==> config.mk <==
export PLATFORM = sky130hd
export DESIGN_NAME = ptsa_cfg_regs
export DESIGN_NICKNAME = d
export VERILOG_FILES = /design/src/design/ptsa_pkg.sv /design/src/design/ptsa_cfg_regs.sv
export SDC_FILE = /design/constraint.sdc
export NUM_CORES = 1
export LEC_CHECK = 0
export BUFFER_PORTS_ARGS = -buffer_cell sky130_fd_sc_hd__buf_2
export CAP_MARGIN = 10
export CORE_ASPECT_RATIO = 1.1
export CORE_UTILIZATION = 35
export CTS_CLUSTER_DIAMETER = 30
export DETAILED_ROUTE_END_ITERATION = 7
export PLACE_DENSITY = 0.77
export REMOVE_ABC_BUFFERS = 1
export SYNTH_ARGS = -nofsm -noshare
export SYNTH_HDL_FRONTEND = slang
export SYNTH_SLANG_ARGS = --single-unit
==> constraint.sdc <==
create_clock -name clk_i -period 2.7 [get_ports clk_i]
set_clock_uncertainty 0.05 [all_clocks]
set_input_delay 0.54 -clock clk_i [delete_from_list [all_inputs] [get_ports clk_i]]
set_output_delay 0.54 -clock clk_i [all_outputs]
set_load 0.05 [all_outputs]
==> src/design/ptsa_pkg.sv <==
// ----------------------------------------------------------------------------
// ptsa_pkg
// Types and constants of the transpose scatter-accumulate block.
// ----------------------------------------------------------------------------
package ptsa_pkg;

  // width of bound and index arithmetic (trash * nonzeros fits in 18 bits)
  localparam int unsigned CALC_W  = 18;
  localparam int unsigned PADDR_W = 4;
  localparam int unsigned PDATA_W = 32;

  localparam logic [4:0]  NZR_RST = 5'd1;
  localparam logic [63:0] SUM_MAX = 64'h7FFF_FFFF_FFFF_FFFF;
  localparam logic [63:0] SUM_MIN = 64'h8000_0000_0000_0000;

  typedef enum logic [1:0] {
    FUNC_CLEAR = 2'd0,
    FUNC_ACCUM = 2'd1,
    FUNC_READ  = 2'd2
  } func_e;

  typedef enum logic [1:0] {
    STATUS_OK    = 2'd0,
    STATUS_SKIP  = 2'd1,
    STATUS_RANGE = 2'd2,
    STATUS_SAT   = 2'd3
  } status_e;

  typedef enum logic [1:0] {
    REG_NZR     = 2'd0,
    REG_TRASH   = 2'd1,
    REG_IGNORE  = 2'd2,
    REG_ENTRIES = 2'd3
  } reg_e;

  typedef struct packed {
    logic [4:0]  nonzeros_per_row;
    logic [12:0] trash_pixel_count;
    logic        ignore_extra;
    logic [12:0] map_entries;
  } cfg_t;

  typedef struct packed {
    logic capture;
    logic decode;
    logic sweep_wr;
    logic sweep_init;
    logic exec;
    logic load_out;
  } cmd_t;

  typedef struct packed {
    logic [1:0] func;
    logic       sweep_done;
  } sts_t;

endpackage

==> src/design/ptsa_cfg_regs.sv <==
// ----------------------------------------------------------------------------
// ptsa_cfg_regs
// APB register file holding the four configuration registers.
// ----------------------------------------------------------------------------
module ptsa_cfg_regs (
  input  logic                          clk_i,
  input  logic                          rst_ni,
  input  logic                          psel,
  input  logic                          penable,
  input  logic                          pwrite,
  input  logic [ptsa_pkg::PADDR_W-1:0]  paddr,
  input  logic [ptsa_pkg::PDATA_W-1:0]  pwdata,
  output logic [ptsa_pkg::PDATA_W-1:0]  prdata,
  output logic                          pready,
  output ptsa_pkg::cfg_t                cfg_o
);

  ptsa_pkg::reg_e reg_sel;
  logic           wr_en;
  logic [4:0]     nzr_q;
  logic [12:0]    trash_q;
  logic           ignore_q;
  logic [12:0]    entries_q;

  assign reg_sel = ptsa_pkg::reg_e'(paddr[3:2]);
  assign wr_en   = psel & penable & pwrite;
  assign pready  = 1'b1;

  always_ff @(posedge clk_i or negedge rst_ni) begin
    if (!rst_ni) begin
      nzr_q     <= ptsa_pkg::NZR_RST;
      trash_q   <= '0;
      ignore_q  <= 1'b0;
      entries_q <= '0;
    end else if (wr_en) begin
      case (reg_sel)
        ptsa_pkg::REG_NZR:     nzr_q     <= pwdata[4:0];
        ptsa_pkg::REG_TRASH:   trash_q   <= pwdata[12:0];
        ptsa_pkg::REG_IGNORE:  ignore_q  <= pwdata[0];
        ptsa_pkg::REG_ENTRIES: entries_q <= pwdata[12:0];
        default: ;
      endcase
    end
  end

  always_comb begin
    case (reg_sel)
      ptsa_pkg::REG_NZR:     prdata = ptsa_pkg::PDATA_W'(nzr_q);
      ptsa_pkg::REG_TRASH:   prdata = ptsa_pkg::PDATA_W'(trash_q);
      ptsa_pkg::REG_IGNORE:  prdata = ptsa_pkg::PDATA_W'(ignore_q);
      ptsa_pkg::REG_ENTRIES: prdata = ptsa_pkg::PDATA_W'(entries_q);
      default:               prdata = '0;
    endcase
  end

  assign cfg_o.nonzeros_per_row  = nzr_q;
  assign cfg_o.trash_pixel_count = trash_q;
  assign cfg_o.ignore_extra      = ignore_q;
  assign cfg_o.map_entries       = entries_q;

endmodule

After elaboration in Yosys (flattened, before gate mapping)
Index checks and enable logic that the tools add are counted.
{ "word_totals": {"regBits": 32, "latch_bits": 0, "ramBits": 0, "rom_bits": 0, "in_bits": 41, "output_inout_bits": 65, "word_cells": 15, "memories": 0} }
{ "classes": {"n_addsub": 0, "mul": 0, "n_div": 0, "magnitude_cmp": 0, "eq_ne": 3, "shifts": 0, "mux": 1, "bitwise_logic": 2, "reduce_logical": 5} }
{ "op_table": {"columns": ["cell", "n"], "rows": [
  ["case mux 32 bit (4 select lines)", 1],
  ["AND reduction 2 bit", 4],
  ["== test 2 bit (second input constant)", 2],
  ["bitwise AND 1 bit", 2],
  ["== test 2 x 1 -> 1 bit (second input constant)", 1],
  ["logical NOT 2 bit", 1]
]} }

Depth between registers and ports, before layout
Gate-level depths: netlist of the first run.
{ "logic_depth": {"ltp_word": 3, "ltp_mapped": 5, "mapped_depth_nobuf": 3} }

Worst setup path before layout of the first run
Ideal clock, no wire load.
{ "synth_timing": {"kind": "input -> output", "start": "input port paddr[3] (netlist bit)", "end": "output port prdata[1] (netlist bit)", "arrival_time_ps": 1946, "required_ps": 2110, "setup_slack_ps": 164, "path_stages": 3, "path_cell_list": "buf_6 > buf_2 > o21ai_0"} }
{ "synth_between": {"elab_chain_cells": 2, "word_cells_on_any_way": 5, "cone_classes": "eq/ne: 3; mux: 1; reduce/logical: 1"} }
{ "synth_lines": {"columns": ["item", "line_no", "source"], "rows": [
  ["start: declaration", "ptsa_cfg_regs.sv:11", "input logic [ptsa_pkg::PADDR_W-1:0] paddr,"],
  ["== test 2 bit (tied with other cells)", "ptsa_cfg_regs.sv:47", "case (reg_sel)"],
  ["case mux 32 bit (4 select lines) (*)", "ptsa_cfg_regs.sv:47", null],
  ["end: declaration", "ptsa_cfg_regs.sv:13", "output logic [ptsa_pkg::PDATA_W-1:0] prdata,"]
]} }
Every way passes the cells marked *; elsewhere a longest branch is shown, timed or not. The select of a mux whose other input is x is not followed.

Worst setup path after layout of the first run
{ "layout_timing": {"start": "input port paddr[2] (netlist bit)", "end": "output port prdata[0] (netlist bit)"} }
The elaborated chain is that of the path after synthesis.

==> results of run 1 <==
metal layers:
metal,global-route usage,vias up,part of all wire
met5,0,-,0
met4,0.04861,0,0.013
met3,0.04848,6,0.074
met2,0.2200,53,0.49
met1,0.1557,552,0.42
li1,-,531,-
where the power goes:
part,switching (mW),internal [mW]
sequential,0.0784,0.595
combinational,0.715,0.235
clock,0.164,0.232
state kept, by name (all words and copies together) (netlist names):
signal     flops
ignore_q       1
trash_q       13
nzr_q          5
entries_q     13
metrics by stage:
stage | instance area (µm²) | setup WS [ns] | cells
2_1_floorplan | 1530 | 0.2513 | 120
3_3_place_gp | 1928 | 0.4233 | 241
3_5_place_dp | 1928 | 0.4181 | 241
4_1_cts | 2028 | 0.4155 | 249
5_1_grt | 2028 | 0.3704 | 249
6_report | 2028 | 0.4412 | 249
layout make-up:
cell class	count	area (µm²)	share of cell area
flip-flops and latches	32	802.0	0.3954
multi-input cells	87	724.4	0.3572
repair buffers	65	327.8	0.1616
clock buffers	8	100.1	0.04935
well taps	56	70.07	0.03455
inverters	1	3.754	0.001851
path summary, 6_finish.rpt:
path | from | to | slack (ns) | cells after the start
hold reg to reg | entries_q[9] | entries_q[9] | 0.48 | 1
setup / recovery | paddr[2] | prdata[0] | 0.44 | 3
max in group asynchronous | rst_ni | entries_q[9] | 1.85 | 1
hold / removal | rst_ni | nzr_q[1] | 0.27 | 1
setup reg to reg | entries_q[12] | entries_q[12] | 1.86 | 1
min in group clk_i | pwdata[8] | entries_q[8] | 0.45 | 2
cell usage after synthesis:
library cell   n
nor3_1         1
buf_6          3
buf_2          2
dfstp_2        1
dfrtp_1       31
mux2_4         5
mux4_2         1
o21ai_0        4
conb_1         2
clkbuf_1       1
nand4_1        1
inv_1          1
nor2_1         1
nand3_1        5
nor2b_1        8
mux2_2        27
buf_4         23
or3_4          1
mux2i_1       12
or2_1          1
critical path, delay by kind of cell:
| kind | cells | cell delay [ns] |
|---|---|---|
| buffers and inverters | 2 | 0.58 |
| multiplexers | 1 | 0.55 |
cell families after synthesis:
kind of cell	Yosys count	share of synthesized area
mux	45	0.3100
flops	32	0.4766
buf+inv	30	0.1331
simple gates	18	0.06394
compound gates	4	0.01190
other cells	2	0.004463
==> impl_results.md, run 1 <==
- Status: finished clean
- Sequential share of the synthesized area: 0.4766
- Largest net degree at the start of global routing: 33
- First-pass GRT wire length: about 4700 µm
- TritonCTS buffer count: 5
- Setup TNS: 0 ns
- Clock-pin slew on the worst setup and hold paths: 0.06 ns
- Setup Buffers After CTS: 0
- Fillers: ~450
- Ratio of cells with drive above 1 in the final layout: 0.5544
- Setup crit end kind: output port
- Worst-skew pair later-pin latency: 0.27 ns
- CTS sink cnt: 32
- Final Max Tran Viols: 0
- Overall power: 2.019 mW
- Drt initial violations: 11
- Setup Viol. Count Final: 0
- Port buffer count: 64
- Commonest non-fill, non-tap cell in the layout: buf_2
- Vias in the first global route: 984
- Leakage power: 1.069 nW
- WHS: 0.2732 ns
- Clock Root Buffer: clkbuf_8
- Commonest non-fill, non-tap cells in the layout: buf_2 (64), dfrtp_1 (31), mux2_2 (27)
- CP max FO: 20
- Die Height: 74.73 µm
- Final worst-path cycle share: 0.8366
- Synth area leader: dfrtp_1
- Unrepaired setup endpoints after global routing: no
- CP most frequent cell: buf_2
- Top cells by area, synth: dfrtp_1 (46%), mux2_2 (18%), buf_4 (10%)
- Hold WC Path Type: in -> async
- Synth top area share: 0.4610
- Area grow syn2layout: 20.52%
- Total gr overflow: 0
- Buffer depth of the longest clock path: 2
- Vias: 1,142
- Overall Global Routing Usage: 0.1326
- Worst path required time: 2.11 ns
- Starting density of the core: 0.3643
- Startpoint Class: input pin
- Via-to-Cell Ratio: 4.586
- Max-Cap Viols: 0
- Worst path slowest cell: mux4_2
- Rows: 26
- Die Area: 5090 µm²
- Seq cells post-synth: 32
- Worst-path cell chain: buf_2 -> mux4_2 -> buf_2
- Ant diodes: 0
- Post-DR wirelength/cell: 13.08 µm
- Drt pass-1 iters: 2
- CP Class: in -> out
- Synth warn: 0
- Critical Path Max Stage Delay: around 0.55 ns
- Top Ports: 106
- Final WL: approximately 3300 µm
- PwrDens: 995.5 nW/µm²
- HPWL Detailed: 2280 µm
- Initial antenna violation count: 0
- Die X: between 60 and 70 µm
- Final core utilization: 0.4391
- CORE AREA: 4619 µm²
- Measured slew at the worst slew-check pin: between 0.7 and 0.8 ns
- Post-Syn Instances: 131
- Synth Area per Inst: 12.85 µm²
- CTS resizes: 0
- Peak VDD IR: 296.5 µV
- DRT antenna net count: 0
- Crit path arrival time: ~1.7 ns
- CTS tree: built
- Synth Cell Area: 1683 µm²
- Tmin final: 2.259 ns
- Synth unique cells: 20
- Nets: around 230
- Final Hold Fails: 0
- DR DRC count: 0
- Max-slew headroom: 0.5058
- Clock H-tree levels: 2
- Final GP Congestion: 0.6699
- Cts hold-fix bufs: 0
- Fmax: roughly 440 MHz
(Power assumes the default switching activity.)
==> inputs of run 2 (changes only) <==
Settings changed: PLACE_DENSITY 0.77 to 0.79.
Clock period 2.7 ns to 2.07 ns, I/O delays scaled along.
==> run 2 against run 1 <==
  * Via count increased by 1.1%
  * Global-route usage is 0.85 points higher
  * Cell area grew 0.25%
  * Core utilization rose by 0.11 points
  * Sequential share of layout area is 0.097 points lower
  * Cell count up 0.80%
  * Power up 29%
  * Clock power is 22% higher
  * Sequential power rose by 31%
  * Clock-buffer cell count unchanged
  * Largest cell class unchanged
  * Highest routed layer unchanged
==> impl_results.md, run 2 (synthesized netlist as in run 1, its figures left out) <==
- Top Ports: 106
- Area grow syn2layout: 20.82%
- Worst-skew pair later-pin latency: 0.27 ns
- Worst path required time: 1.61 ns
- Setup ws final: 0.2236 ns
- Overall power: 2.604 mW
- Fmax: 541.6 MHz
- Fillers: 450
- Rows: 26
- Commonest non-fill, non-tap cell in the layout: buf_2
- Vias: 1,154
- Die Height: 74.73 µm
- Buffer depth of the longest clock path: 2
- Tmin final: approximately 1.8 ns
- Ratio of cells with drive above 1 in the final layout: 0.5538
- Initial antenna violation count: 0
- Final WL: 3299 µm
- Crit path arrival time: 1.38 ns
- Leakage power: 1.072 nW
- Total gr overflow: 0
- Die X: 68.12 µm
- Dpl cells: 243
- Drt pass-1 iters: 3
- Via-to-Cell Ratio: 4.598
- Pre-CTS WS: 0.08479 ns
- Top flop regs: entries_q x13, trash_q x13, nzr_q x5
- Drt initial violations: 34
- Measured slew at the worst slew-check pin: ~0.73 ns
- Hold WC Path Type: in -> async
- CTS resizes: 0
- Peak VDD IR: 552.1 µV
- Post-DR wirelength/cell: 13.14 µm
- Vias in the first global route: 1,067
- Final Max Tran Viols: 0
- Commonest non-fill, non-tap cells in the layout: buf_2 (64), dfrtp_1 (31), mux2_2 (27)
- CP Class: in -> out
- Final GP Congestion: between 0.6 and 0.7
- Nets: 235
- Final worst-path cycle share: 0.8920
- Setup TNS: 0 ns
- CORE AREA: roughly 4600 µm²
- Max-Cap Viols: 0
- Overall Global Routing Usage: 0.1411
- Setup Buffers After CTS: 0
- DR DRC count: 0
- Setup Viol. Count Final: 0
- Status: finished clean
- Clock Root Buffer: clkbuf_8
- First-pass GRT wire length: 5016 µm
- CP max FO: 20
- Clock-pin slew on the worst setup and hold paths: 0.06 ns
- Final Hold Fails: 0
- Cts hold-fix bufs: 0
- Die Area: 5090 µm²
- Largest net degree at the start of global routing: 33
- TritonCTS buffer count: 5
- Setup crit end kind: output port
- Area of the multi-input gates: 724.4 µm²
- CTS sink cnt: 32
- HPWL Detailed: 2391 µm
- CTS tree: built
- WHS: 0.1421 ns
- Register area: 802.0 µm²
- Ant diodes: 0
- DRT antenna net count: 0
- Startpoint Class: input pin
- Clock H-tree levels: 2
- Unrepaired setup endpoints after global routing: no
- PwrDens: 1281 nW/µm²
- Starting density of the core: 0.3643
- Max-slew headroom: 0.5154
- Port buffer count: 64
- Post-Layout Cell Count: between 200 and 300
-- run 2: cell count changes in the layout (fill, tap and decap cells not counted), sizes merged --
cell  delta
buf      +2
-- run 2: through the flow --
stage	util	area, µm²
after global routing	0.4401	2033
final	0.4401	2033
after CTS	0.4401	2033
after global placement	0.4206	1943
after floorplan	-	1530
after detailed placement	0.4206	1943
-- run 2: final timing paths --
path,from,cells past startpoint,slack (ns),to
min in group clk_i,pwdata[6],2,0.33,entries_q[6]
setup reg to reg,trash_q[8],1,1.23,trash_q[8]
hold / removal,rst_ni,1,0.14,trash_q[0]
max in group asynchronous,rst_ni,1,1.36,nzr_q[3]
hold reg to reg,trash_q[11],1,0.47,trash_q[11]
setup / recovery,paddr[3],3,0.22,prdata[0]
-- run 2: per-layer routing --
metal  GRT usage  vias up  routed length [µm]
met5           0        -                   0
met4     0.07639        0                  45
met3     0.03788        5                 179
met2      0.2473       46                1726
met1      0.1527      572                1348
li1            -      531                   -
-- run 2: layout make-up --
cell class              count  area share
flip-flops and latches     32      0.3945
multi-input cells          87      0.3563
repair buffers             67      0.1686
clock buffers               8     0.04431
well taps                  56     0.03446
inverters                   1    0.001846
-- run 2: worst max-delay path: stages --
cell and delay (ns):
buf_2 0.38, mux4_2 0.36, buf_2 0.22
-- run 2: power by group --
group / switching (mW) / total [mW] / internal (mW)
clock network: 0.211 / 0.482 / 0.271
logic: 0.932 / 1.24 / 0.309
registers: 0.105 / 0.881 / 0.776
total: 1.25 / 2.60 / 1.36
