--- config.mk ---
export PLATFORM = sky130hd
export DESIGN_NAME = ptsa_ctrl
export DESIGN_NICKNAME = d
export VERILOG_FILES = /design/src/design/ptsa_pkg.sv /design/src/design/ptsa_ctrl.sv
export SDC_FILE = /design/constraint.sdc
export NUM_CORES = 1
export LEC_CHECK = 0
export ABC_AREA = 1
export BUFFER_PORTS_ARGS = -buffer_cell sky130_fd_sc_hd__buf_2
export CORE_AREA = 2 2 39 41
export DETAILED_ROUTE_END_ITERATION = 12
export DIE_AREA = 0 0 41 43
export GPL_TIMING_DRIVEN = 0
export SYNTH_ARGS = -nofsm -noshare
export SYNTH_HDL_FRONTEND = slang
export SYNTH_SLANG_ARGS = --single-unit
--- constraint.sdc ---
create_clock -name clk_i -period 1.7 [get_ports clk_i]
set_clock_uncertainty 0.1 [all_clocks]
set_input_delay 0.085 -clock clk_i [delete_from_list [all_inputs] [get_ports clk_i]]
set_output_delay 0.085 -clock clk_i [all_outputs]
set_load 0.05 [all_outputs]
--- src/design/ptsa_pkg.sv ---
// ----------------------------------------------------------------------------
// ptsa_pkg
// Types and constants of the transpose scatter-accumulate block.
// ----------------------------------------------------------------------------
package ptsa_pkg;

  // width of bound and index arithmetic (trash * nonzeros fits in 18 bits)
  localparam int unsigned CALC_W  = 18;
  localparam int unsigned PADDR_W = 4;
  localparam int unsigned PDATA_W = 32;

  localparam logic [4:0]  NZR_RST = 5'd1;
  localparam logic [63:0] SUM_MAX = 64'h7FFF_FFFF_FFFF_FFFF;
  localparam logic [63:0] SUM_MIN = 64'h8000_0000_0000_0000;

  typedef enum logic [1:0] {
    FUNC_CLEAR = 2'd0,
    FUNC_ACCUM = 2'd1,
    FUNC_READ  = 2'd2
  } func_e;

  typedef enum logic [1:0] {
    STATUS_OK    = 2'd0,
    STATUS_SKIP  = 2'd1,
    STATUS_RANGE = 2'd2,
    STATUS_SAT   = 2'd3
  } status_e;

  typedef enum logic [1:0] {
    REG_NZR     = 2'd0,
    REG_TRASH   = 2'd1,
    REG_IGNORE  = 2'd2,
    REG_ENTRIES = 2'd3
  } reg_e;

  typedef struct packed {
    logic [4:0]  nonzeros_per_row;
    logic [12:0] trash_pixel_count;
    logic        ignore_extra;
    logic [12:0] map_entries;
  } cfg_t;

  typedef struct packed {
    logic capture;
    logic decode;
    logic sweep_wr;
    logic sweep_init;
    logic exec;
    logic load_out;
  } cmd_t;

  typedef struct packed {
    logic [1:0] func;
    logic       sweep_done;
  } sts_t;

endpackage

--- src/design/ptsa_ctrl.sv ---
// ----------------------------------------------------------------------------
// ptsa_ctrl
// Sequencer: init sweep, item decode, clear sweep, execute, result handoff.
// ----------------------------------------------------------------------------
module ptsa_ctrl (
  input  logic           clk_i,
  input  logic           rst_ni,
  input  logic           in_valid_i,
  output logic           in_ready_o,
  output logic           out_valid_o,
  input  logic           out_ready_i,
  input  ptsa_pkg::sts_t sts_i,
  output ptsa_pkg::cmd_t cmd_o
);

  typedef enum logic [5:0] {
    S_INIT   = 6'b000001,
    S_IDLE   = 6'b000010,
    S_DECODE = 6'b000100,
    S_CLEAR  = 6'b001000,
    S_EXEC   = 6'b010000,
    S_RESP   = 6'b100000
  } state_e;

  state_e state_q, state_d;
  logic   out_valid_q, out_valid_d;
  logic   slot_free;

  assign slot_free = !out_valid_q || out_ready_i;

  always_comb begin
    state_d = state_q;
    cmd_o   = '0;
    case (state_q)
      S_INIT: begin
        cmd_o.sweep_init = 1'b1;
        cmd_o.sweep_wr   = !sts_i.sweep_done;
        if (sts_i.sweep_done) state_d = S_IDLE;
      end
      S_IDLE: begin
        cmd_o.capture = in_valid_i;
        if (in_valid_i) state_d = S_DECODE;
      end
      S_DECODE: begin
        cmd_o.decode = 1'b1;
        if (sts_i.func == ptsa_pkg::FUNC_CLEAR) state_d = S_CLEAR;
        else                                    state_d = S_EXEC;
      end
      S_CLEAR: begin
        cmd_o.sweep_wr = !sts_i.sweep_done;
        if (sts_i.sweep_done) state_d = S_EXEC;
      end
      S_EXEC: begin
        cmd_o.exec = 1'b1;
        state_d    = S_RESP;
      end
      S_RESP: begin
        cmd_o.load_out = slot_free;
        if (slot_free) state_d = S_IDLE;
      end
      default: state_d = S_INIT;
    endcase
  end

  always_comb begin
    out_valid_d = out_valid_q;
    if (cmd_o.load_out)   out_valid_d = 1'b1;
    else if (out_ready_i) out_valid_d = 1'b0;
  end

  always_ff @(posedge clk_i or negedge rst_ni) begin
    if (!rst_ni) begin
      state_q     <= S_INIT;
      out_valid_q <= 1'b0;
    end else begin
      state_q     <= state_d;
      out_valid_q <= out_valid_d;
    end
  end

  assign in_ready_o  = (state_q == S_IDLE);
  assign out_valid_o = out_valid_q;

endmodule

## Word-level counts from Yosys, hierarchy flattened

Index checks and enable logic that the tools add are counted.

| operators by class | value |
|---|---|
| equal/unequal tests | 10 |
| mux-type cells | 14 |
| reduce and logical (&&, ||, !) cells | 7 |

Operators with widths:

| cell | number |
|---|---|
| 6-bit one-hot mux with 6 select lines | 1 |
| 6-bit two-way mux | 4 |
| 1-bit two-way mux | 8 |
| 2-bit inequality test (second input constant) | 4 |
| 6-bit by 1-bit == test with 1-bit output (second input constant) | 1 |
| 6-bit by 2-bit == test with 1-bit output (second input constant) | 1 |
| 6-bit by 3-bit == test with 1-bit output (second input constant) | 1 |
| 6-bit by 4-bit == test with 1-bit output (second input constant) | 1 |
| 6-bit by 5-bit == test with 1-bit output (second input constant) | 1 |
| 6-bit == test (second input constant) | 1 |
| 5-bit two-way mux | 1 |
| 4-bit AND reduction | 1 |
| 1-bit zero test | 2 |
| 2-bit zero test | 1 |
| 2-bit nonzero test | 1 |
| 2-bit OR reduction | 1 |
| 1-bit logical OR | 1 |

| storage, ports and cells | value |
|---|---|
| bits in registers | 7 |
| bits of input ports | 7 |
| output and inout port bits | 8 |

## Depth between registers and ports, before layout

Gate-level depths: netlist of the first run.

| logic depth | value |
|---|---|
| depth in word-level cells | 4 |
| mapped depth | 7 |
| depth with buffers taken out | 7 |

## Worst setup path before layout of the first run

OpenSTA, ideal clock, no wires.

| timing path | value |
|---|---|
| path kind | reg2out |
| start | register out_valid_o (netlist name) |
| end | output port cmd_o[5] (netlist bit) |
| data arrival time | 1670 ps |
| data required time | 1515 ps |
| slack | -155 ps |
| stages on the path, launching flop included | 7 |
| buffers on the path | 0 |
| cells stage by stage | dfrtp_1 inv_1 or2_2 nor2_1 nor2_1 nand2_2 nor2_1 |

RTL lines:

| element | line | source |
|---|---|---|
| end: declaration | ptsa_ctrl.sv:13 | `output ptsa_pkg::cmd_t cmd_o` |

==> impl_metrics.toml, run 1 <==
[layout]
syn_to_final_growth_pct = 42.21
design_area_sq_um = 628.1
final_common_cell = "inv_1"
antenna_cells = 0
layout_common_cells = "inv_1, nand2_1, buf_2"
layout.nets = 93
drive_gt1_share_pct = 38.82

[worst_setup_path]
cp-start-kind = "flop"
max_stage_delay_ps = 540
path_cells = "nor2_2 -> nand3_1 -> nand2_1 -> nand2_2 -> nand2_2 -> nor2_2 -> buf_6"
cp_max_fo = 4
worstPathArrival_ps = 1510
rrSetupSlack_ps = 390
r2r-start = "state_q[0]"
r2r_cells = 7
startpoint = "state_q[0]"
required_ps = 1510
crit_end = "cmd_o[5]"
critPathKind = "reg -> out"
path_delay_family = "simple AND/OR/NAND/NOR gates"
worstSetupPathDepth = 7
cp-end-kind = "output port"
timing.rr.end = "state_q[4]"
crit_buf_inv = 1
slowest_stage = "dfstp_2"

[cts]
numCtsBuffers = 3
insertion_delay_ps = 250
clock_path_buffers = 2
cts_max_level = 1
cts_tree = "built"
clk_pin_slew_worst_paths_ps = 50
numClockSinks = 7
cts_root_buffer = "clkbuf_4"

[power]
power.internal_uw = 468.0
pwr-share-seq_pct = 25.8
netSwitchingPower_uw = 492.7
p_sw_share_pct = 51.28
irDropWorstVdd_mv = 0.7687
pwr_density_cell_nw_per_um2 = 1529
p_clk_share_pct = 16.0
leakagePower_uw = 0.0003685
comb_power_share_pct = 58.2

[floorplan]
top_level_ports = 15
die_w_microns = 41
dieArea_sq_um = 1763
initial_utilization_pct = 31.92
num_rows = 14
coreArea_sq_um = 1384
die_height_microns = 43

[synthesis]
ys_ff_latch = 7
avgSynthCellArea_sq_um = 7.011
synth_compound_area_share_pct = 4.533
synth_top_family_by_area = "simple AND/OR/NAND/NOR gates"
synth_xor_area_share_pct = 0
synth-simple-area-share_pct = 41.93
yosys_warnings = 0
yosysSeqAreaShare_pct = 39.94
synth_area_sq_um = 441.7
synth_fp_nets = 70
yosysUniqueCellTypes = 15
synth_area_leaders = "dfrtp_1, inv_1, nor2_1"
muxShareOfSynthArea_pct = 0
yosysTopAreaCellShare_pct = 33.99
synth_fa_ha_area_share_pct = 0
synth_cells = 63
synth_area_leader_cell = "dfrtp_1"

[timing]
fmax_ghz = 0.5887
setup_ws_ps = 1.370
period_share_pct = 99.92
finalCriticalPeriod_ps = 1699
final-hold-violation-count = 0
rsz0062_at_grt = "true"
finalSetupViolations = 0
slew_headroom_pct = 83.50
drv_slew = 0
finalSetupTns_ps = 0
worstMarginPinSlew_ps = 249.3

[global_route]
grt_overflow_total = 0
grt_pass1_wl_mm = 1.787
grt_pass1_vias = 450
antenna_found_initial = 0
grt_max_degree = 8
grt.total_usage_pct = 15.62

[detailed_routing]
drt-vias-per-instance = 4.366
antenna_left = 0
drt_iter0_drc = 6
wirelength_mm = 1.017
via_count = 441
drc = 0
routedWlPerCell_microns = 10.07
drt_pass1_iterations = 4

[worst_hold_path]
hp-start = "out_ready_i"
worstHoldPathType = "in -> reg"

[run_status]
outcome = "complete, no violations"

[flow_run]
cap_violations = 0

[placement]
dp_hpwl_microns = 745.8
place_ws_ps = 164.8
io_buffers = 14
postPlaceCellArea_sq_um = 536.8
gp_congestion = 0.7609
tightest hold or removal path: cells and delay by family:
kind	cells	cell delay [ps]
and+or+nand+nor	2	180
buffers and inverters	1	70
cell type report:
cell class	instances	area, sq um
repair buffers	18	122.6
well taps	16	20.02
fillers	150	755.7
inverters	14	52.55
multi-input cells	41	222.7
flip-flops and latches	7	176.4
clock buffers	4	26.28
plain buffers	1	7.507
state kept, by name, indices dropped and copies added, names as in the netlist:
name / count
state_q: 6
out_valid_o: 1
synth_stat cells:
library cell,n
inv_1,14
nor2_1,13
nand2_1,11
dfrtp_1,6
nand3_1,4
nor2_2,4
nand2_2,2
nand3_2,2
a21oi_1,1
buf_4,1
dfstp_2,1
nor2_4,1
o22ai_1,1
o32ai_1,1
or2_2,1
worst min-delay path by stage:
stage          cells past startpoint          end
2_1_floorplan                      0  out_valid_o
3_3_place_gp                       1   state_q[2]
3_5_place_dp                       1   state_q[3]
4_1_cts                            3  out_valid_o
5_1_grt                            4   state_q[3]
6_report                           3  out_valid_o
cells by family (layout without fill, tap and decap cells):
logic type | after synthesis | in the layout
AO/OA/AOI/OAI | 3 | 3
buffers and inverters | 15 | 37
flip-flops | 7 | 7
AND/OR/NAND/NOR | 38 | 38
layer usage:
metal  GRT usage, %  vias to the layer above  routed length, microns
met2          24.06                        8                     550
met3          4.712                        2                      33
met4          10.00                        0                       9
met1          17.61                      194                     423
met5              0                        -                       0
li1               -                      237                       -
power groups by stage:
stage	clock [uW]	sequential [uW]	combinational, uW
global route	170	256	605
finish	154	247	559
detailed placement	0	246	510
CTS	157	246	539
global placement	0	245	503
floorplan	0	241	414
per-stage QoR:
stage	power (uW)	hold slack, ps	instances	util, %
global placement	747.8	-171.4	93	38.79
detailed placement	756.2	-167.6	93	38.79
global route	1031	53.76	101	45.39
finish	960.6	24.59	101	45.39
CTS	942.2	35.09	100	44.03
floorplan	654.8	-310.6	63	-
repair_timing:
action | 4_1_cts | 5_1_grt
hold endpoints to repair | 10 | 0
hold buffers | 3 | 0
resized for setup | 5 | 3
pin swaps | 1 | 2
buffers inserted | 0 | 1
endpoints found under the setup margin | 2 | 3
No activity file was read; power rests on OpenSTA's default activity.
==> run 2: changes to the inputs <==
--- a/config.mk
+++ b/config.mk
@@ -5,12 +5,10 @@
 export SDC_FILE = /design/constraint.sdc
 export NUM_CORES = 1
 export LEC_CHECK = 0
-export ABC_AREA = 1
 export BUFFER_PORTS_ARGS = -buffer_cell sky130_fd_sc_hd__buf_2
 export CORE_AREA = 2 2 39 41
 export DETAILED_ROUTE_END_ITERATION = 12
 export DIE_AREA = 0 0 41 43
-export GPL_TIMING_DRIVEN = 0
 export SYNTH_ARGS = -nofsm -noshare
 export SYNTH_HDL_FRONTEND = slang
 export SYNTH_SLANG_ARGS = --single-unit
==> run 2 against run 1 <==
The flow now finishes with violations (negative setup slack). Synthesized cell count decreased by 16%. Power increased by 9.9%. Sequential cell count unchanged. Clock power about the same. Critical endpoint is now cmd_o[3]. Count of clock-buffer cells in the layout unchanged. Via count increased by 11%. Critical path depth decreased by 4. Worst hold slack improved by 13 ps. Maximum frequency decreased by 3.7%.
==> impl_metrics.toml, run 2 <==
[worst_setup_path]
cp-end-kind = "output port"
cp_max_fo = 4
path_delay_family = "simple AND/OR/NAND/NOR gates"
cp-start-kind = "flop"
required_ps = 1510
critPathKind = "reg -> out"
worstPathArrival_ps = 1580
max_stage_delay_ps = 540
path_cells = "or4_4 -> nor3_4 -> buf_6"
slowest_stage = "or4_4"
rrSetupSlack_ps = -30
crit_buf_inv = 1

[timing]
final-hold-violation-count = 0
finalCriticalPeriod_ps = 1765
rsz0062_at_grt = "true"
finalSetupViolations = 3
slew_headroom_pct = 82.78
drv_slew = 0
worstMarginPinSlew_ps = 256.5
setup_ws_ps = -64.76
fmax_ghz = 0.5666
period_share_pct = 103.8
finalSetupTns_ps = -115.7

[run_status]
outcome = "finished, violations left"
violations = "negative setup slack"

[cts]
insertion_delay_ps = 250
clk_pin_slew_worst_paths_ps = 60
clock_path_buffers = 2
cts_tree = "built"
numCtsBuffers = 3
cts_root_buffer = "clkbuf_4"
numClockSinks = 7
cts_max_level = 1

[floorplan]
die_w_microns = 41
dieArea_sq_um = 1763
num_rows = 14
top_level_ports = 15
coreArea_sq_um = 1384
initial_utilization_pct = 34.63
die_height_microns = 43

[synthesis]
synth-simple-area-share_pct = 34.99
synth_area_sq_um = 479.2
synth_top_family_by_area = "simple AND/OR/NAND/NOR gates"
synth_flop_cell = "dfrtp_1"
avgSynthCellArea_sq_um = 9.042
synthArstFlopShare_pct = 100.0
yosysUniqueCellTypes = 32
synth_fp_nets = 60
synth_cells = 53
synth_area_leaders = "dfrtp_1, dfstp_2, and4b_1"
synth_fa_ha_area_share_pct = 2.089
muxShareOfSynthArea_pct = 0
synth_compound_area_share_pct = 12.27
synth_edf_count = 0
yosysSeqAreaShare_pct = 36.81
ys_ff_latch = 7
yosys_warnings = 0
synth_most_common_cell = "dfrtp_1"
synth_area_leader_cell = "dfrtp_1"
ys_top_cells_by_count = "dfrtp_1, nand2_1, nor2_1, o21ai_0, inv_1"
synth_xor_area_share_pct = 5.483
yosysTopAreaCellShare_pct = 31.33

[global_route]
grt_overflow_total = 0
antenna_found_initial = 0
grt.total_usage_pct = 17.17
grt_pass1_vias = 470
grt_pass1_wl_mm = 2.021
grt_max_degree = 8

[detailed_routing]
drt_iter0_drc = 7
via_count = 488
drc = 0
drt_pass1_iterations = 4
antenna_left = 0
drt-vias-per-instance = 5.083
routedWlPerCell_microns = 12.73
wirelength_mm = 1.222

[flow_run]
cap_violations = 0

[power]
leakagePower_uw = 0.0003462
pwr_density_cell_nw_per_um2 = 1462
irDropWorstVdd_mv = 0.9969

[layout]
postLayoutCoreUtil_pct = 52.17
antenna_cells = 0
final_common_cell = "buf_4"
top_register = "state_q"
layout.nets = 88
drive_gt1_share_pct = 46.25
largest_reg_flops = 6
syn_to_final_growth_pct = 50.65
layout_common_cells = "buf_4, buf_2, dfrtp_1"

[placement]
gp_congestion = 0.7759
io_buffers = 14
dp_hpwl_microns = 826.8

[worst_hold_path]
worstHoldPathType = "in -> reg"
[run 2: changes by cell type after synthesis, moves of 3 or more]
cell,change
inv_1,-11
nor2_1,-9
nand2_1,-7
nor2_2,-4
o21ai_0,+4
nand3_1,-3
[run 2: kinds of logic after synthesis]
family / Yosys count
XOR/XNOR: 3
flip-flops: 7
adder cells (fa/ha/maj): 1
buffers and inverters: 7
AND/OR/NAND/NOR: 26
AO/OA/AOI/OAI: 9
[run 2: stage by stage]
step / cells / total power [uW] / cell area [sq um] / hold WS [ps] / setup WS, ps
3_5_place_dp: 86 / 807.3 / 601.8 / -171.7 / 49.25
3_3_place_gp: 86 / 810.3 / 601.8 / -170.9 / 63.28
4_1_cts: 96 / 1045 / 699.4 / 36.72 / -85.48
2_1_floorplan: 53 / 690.6 / 488.0 / -310.6 / -301.1
5_1_grt: 96 / 1118 / 721.9 / 46.70 / -117.0
6_report: 96 / 1056 / 721.9 / 37.32 / -64.76
[run 2: power by group]
group / internal, uW / total, uW / switching, uW
Combinational: 279 / 638 / 359
Sequential: 213 / 261 / 48.2
Clock: 89.9 / 156 / 66.4
[run 2: path summary, 6_finish.rpt]
path,startpoint,endpoint,cells after the start
max,state_q[4],cmd_o[3],3
min,sts_i[1],state_q[3],4
max reg2reg,state_q[0],state_q[0],5
min reg2reg,out_valid_o,out_valid_o,2
max in group asynchronous,rst_ni,state_q[0],2
min in group asynchronous,rst_ni,out_valid_o,2
[run 2: tightest hold or removal path, cell delays in order]
cell and delay (ps):
buf_2 80, nor2_1 30, nand2_1 60, o2bb2ai_1 80
[run 2: timing repair]
action                                 4_1_cts  5_1_grt
hold buffers                                 3        0
pin swaps                                    2        3
setup buffers                                3        0
gates resized for setup                      6        8
endpoints found under the hold margin        9        0
setup endpoints to repair                    3        9
[run 2: final cells by class]
| cell class | count | area [sq um] |
|---|---|---|
| clock buffers | 4 | 26.28 |
| multi-input cells | 39 | 284.0 |
| repair buffers | 27 | 202.7 |
| inverters | 3 | 11.26 |
| well taps | 16 | 20.02 |
| flip-flops and latches | 7 | 177.7 |
| fillers | 136 | 661.9 |
[run 2: metal layers]
layer | vias to the layer above | part of all wire [%] | routed length, microns | global-route usage (%)
met3 | 2 | 3.0 | 37 | 4.712
met5 | - | 0 | 0 | 0
met1 | 228 | 48 | 586 | 23.28
met2 | 14 | 48 | 588 | 23.44
li1 | 244 | - | - | -
met4 | 0 | 0.82 | 10 | 10.00
==> run 3: changes to the inputs <==
--- a/config.mk
+++ b/config.mk
@@ -9,6 +9,7 @@
 export CORE_AREA = 2 2 39 41
 export DETAILED_ROUTE_END_ITERATION = 12
 export DIE_AREA = 0 0 41 43
+export RECOVER_POWER = 25
 export SYNTH_ARGS = -nofsm -noshare
 export SYNTH_HDL_FRONTEND = slang
 export SYNTH_SLANG_ARGS = --single-unit
==> constraint.sdc (replaced) <==
create_clock -name clk_i -period 2.05 [get_ports clk_i]
set_clock_uncertainty 0.1 [all_clocks]
set_input_delay 0.1025 -clock clk_i [delete_from_list [all_inputs] [get_ports clk_i]]
set_output_delay 0.1025 -clock clk_i [all_outputs]
set_load 0.05 [all_outputs]
==> run 3 against run 2 <==
The flow now finishes without violations. Routed wire length down 21%. Clock power shrank 23%. Largest cell class unchanged. Critical endpoint unchanged. Utilization is 8.2 points lower. Register-to-register slack improved by 390 ps.
==> impl_metrics.toml, run 3 (synthesized netlist as in run 2, its figures left out) <==
[placement]
io_buffers = 14
gp_congestion = 0.7681
dp_hpwl_microns = 753.1
place_inst = 79

[detailed_routing]
drt_iter0_drc = 14
via_count = 431
drt_pass1_iterations = 4
routedWlPerCell_microns = 11.17
drt-vias-per-instance = 5.012
wirelength_microns = 961
antenna_left = 0
drc = 0

[global_route]
grt_overflow_total = 0
grt_max_degree = 11
grt.total_usage_pct = 13.42
grt_pass1_wl_mm = 1.593
grt_pass1_vias = 396
antenna_found_initial = 0

[run_status]
outcome = "complete, no violations"

[layout]
antenna_cells = 0
top_register = "state_q"
syn_to_final_growth_pct = 26.89
final_common_cell = "buf_2"
fin_cells = 86
largest_reg_flops = 6
layout_common_cells = "buf_2, dfrtp_1, nor2_1, nand2_1, o21ai_0"
drive_gt1_share_pct = 30.00
layout.nets = 78

[cts]
clock_path_buffers = 2
cts_setup_buffers = 0
insertion_delay_ps = 240
numCtsBuffers = 3
numClockSinks = 7
clk_pin_slew_worst_paths_ps = 50
cts_tree = "built"
cts_root_buffer = "clkbuf_4"
cts_max_level = 1

[power]
pwr_density_cell_nw_per_um2 = 1232
irDropWorstVdd_mv = 0.5747
leakagePower_uw = 0.0002914

[worst_setup_path]
cp-start-kind = "flop"
r2r-start = "state_q[4]"
critPathKind = "reg -> out"
worstPathArrival_ps = 1720
required_ps = 1850
cp-end-kind = "output port"
cp_max_fo = 7
startpoint = "state_q[4]"

[worst_hold_path]
worstHoldPathType = "in -> reg"
hp-start = "sts_i[1]"

[floorplan]
top_level_ports = 15
die_height_microns = 43
die_w_microns = 41
initial_utilization_pct = 34.63
dieArea_sq_um = 1763
coreArea_sq_um = 1384
num_rows = 14

[timing]
rsz0062_at_grt = "false"
period_share_pct = 93.71
finalSetupTns_ps = 0
fmax_ghz = 0.5206
final-hold-violation-count = 0
finalCriticalPeriod_ps = 1921
drv_slew = 0
slew_headroom_pct = 75.81
worstMarginPinSlew_ps = 362.9
finalSetupViolations = 0

[flow_run]
cap_violations = 0
## run 3: repair_timing
| item | in CTS | in global routing |
|---|---|---|
| endpoints found under the hold margin | 9 | 0 |
| gates resized for setup | 0 | 1 |
| setup endpoints to repair | 0 | 1 |
| hold buffers | 3 | 0 |
## run 3: final cells by class
class	instances	area (sq um)
clock buffer	4	26.28
fill	141	775.7
inverter	3	11.26
multi-input combinational	39	275.3
sequential	7	176.4
tap	16	20.02
timing repair buffer	17	98.84
## run 3: path summary, 6_finish.rpt
kind / to / slack [ps] / cells past startpoint
max in group asynchronous: state_q[0] / 1370 / 2
min: state_q[3] / 50 / 4
min reg2reg: out_valid_o / 470 / 2
max: cmd_o[3] / 130 / 3
min in group asynchronous: out_valid_o / 180 / 2
max reg2reg: state_q[0] / 360 / 4
## run 3: through the flow
| step | hold slack [ps] | instance area, sq um | util [%] | total power, uW | setup slack [ps] |
|---|---|---|---|---|---|
| floorplan | -293.1 | 485.5 | - | 569.9 | 48.84 |
| global placement | -157.6 | 546.8 | 39.51 | 620.8 | 394.7 |
| detailed placement | -157.0 | 546.8 | 39.51 | 622.3 | 379.5 |
| CTS | 42.57 | 603.1 | 43.58 | 751.6 | 123.0 |
| global route | 47.27 | 608.1 | 43.94 | 801.4 | 66.48 |
| finish | 45.32 | 608.1 | 43.94 | 749.0 | 129.0 |
## run 3: worst max-delay path: stages, from the launching register on
cell and delay [ps]:
dfrtp_1 450, or4_4 550, nor3_4 190, buf_2 290
## run 3: power breakdown
group / total [uW] / internal, uW / switching [uW] / leakage, uW
combinational: 385 / 146 / 239 / 0.000184
clock: 120 / 73.9 / 45.8 / 0.0000150
sequential: 244 / 175 / 68.8 / 0.0000926
total: 749 / 395 / 354 / 0.000291
## run 3: per-layer routing
metal | track usage (%) | vias to the layer above | share of wire, %
met5 | 0 | - | 0
met4 | 8.000 | 0 | 2.2
met3 | 4.188 | 2 | 5.5
met2 | 19.69 | 12 | 45
met1 | 16.34 | 191 | 47
li1 | - | 226 | -
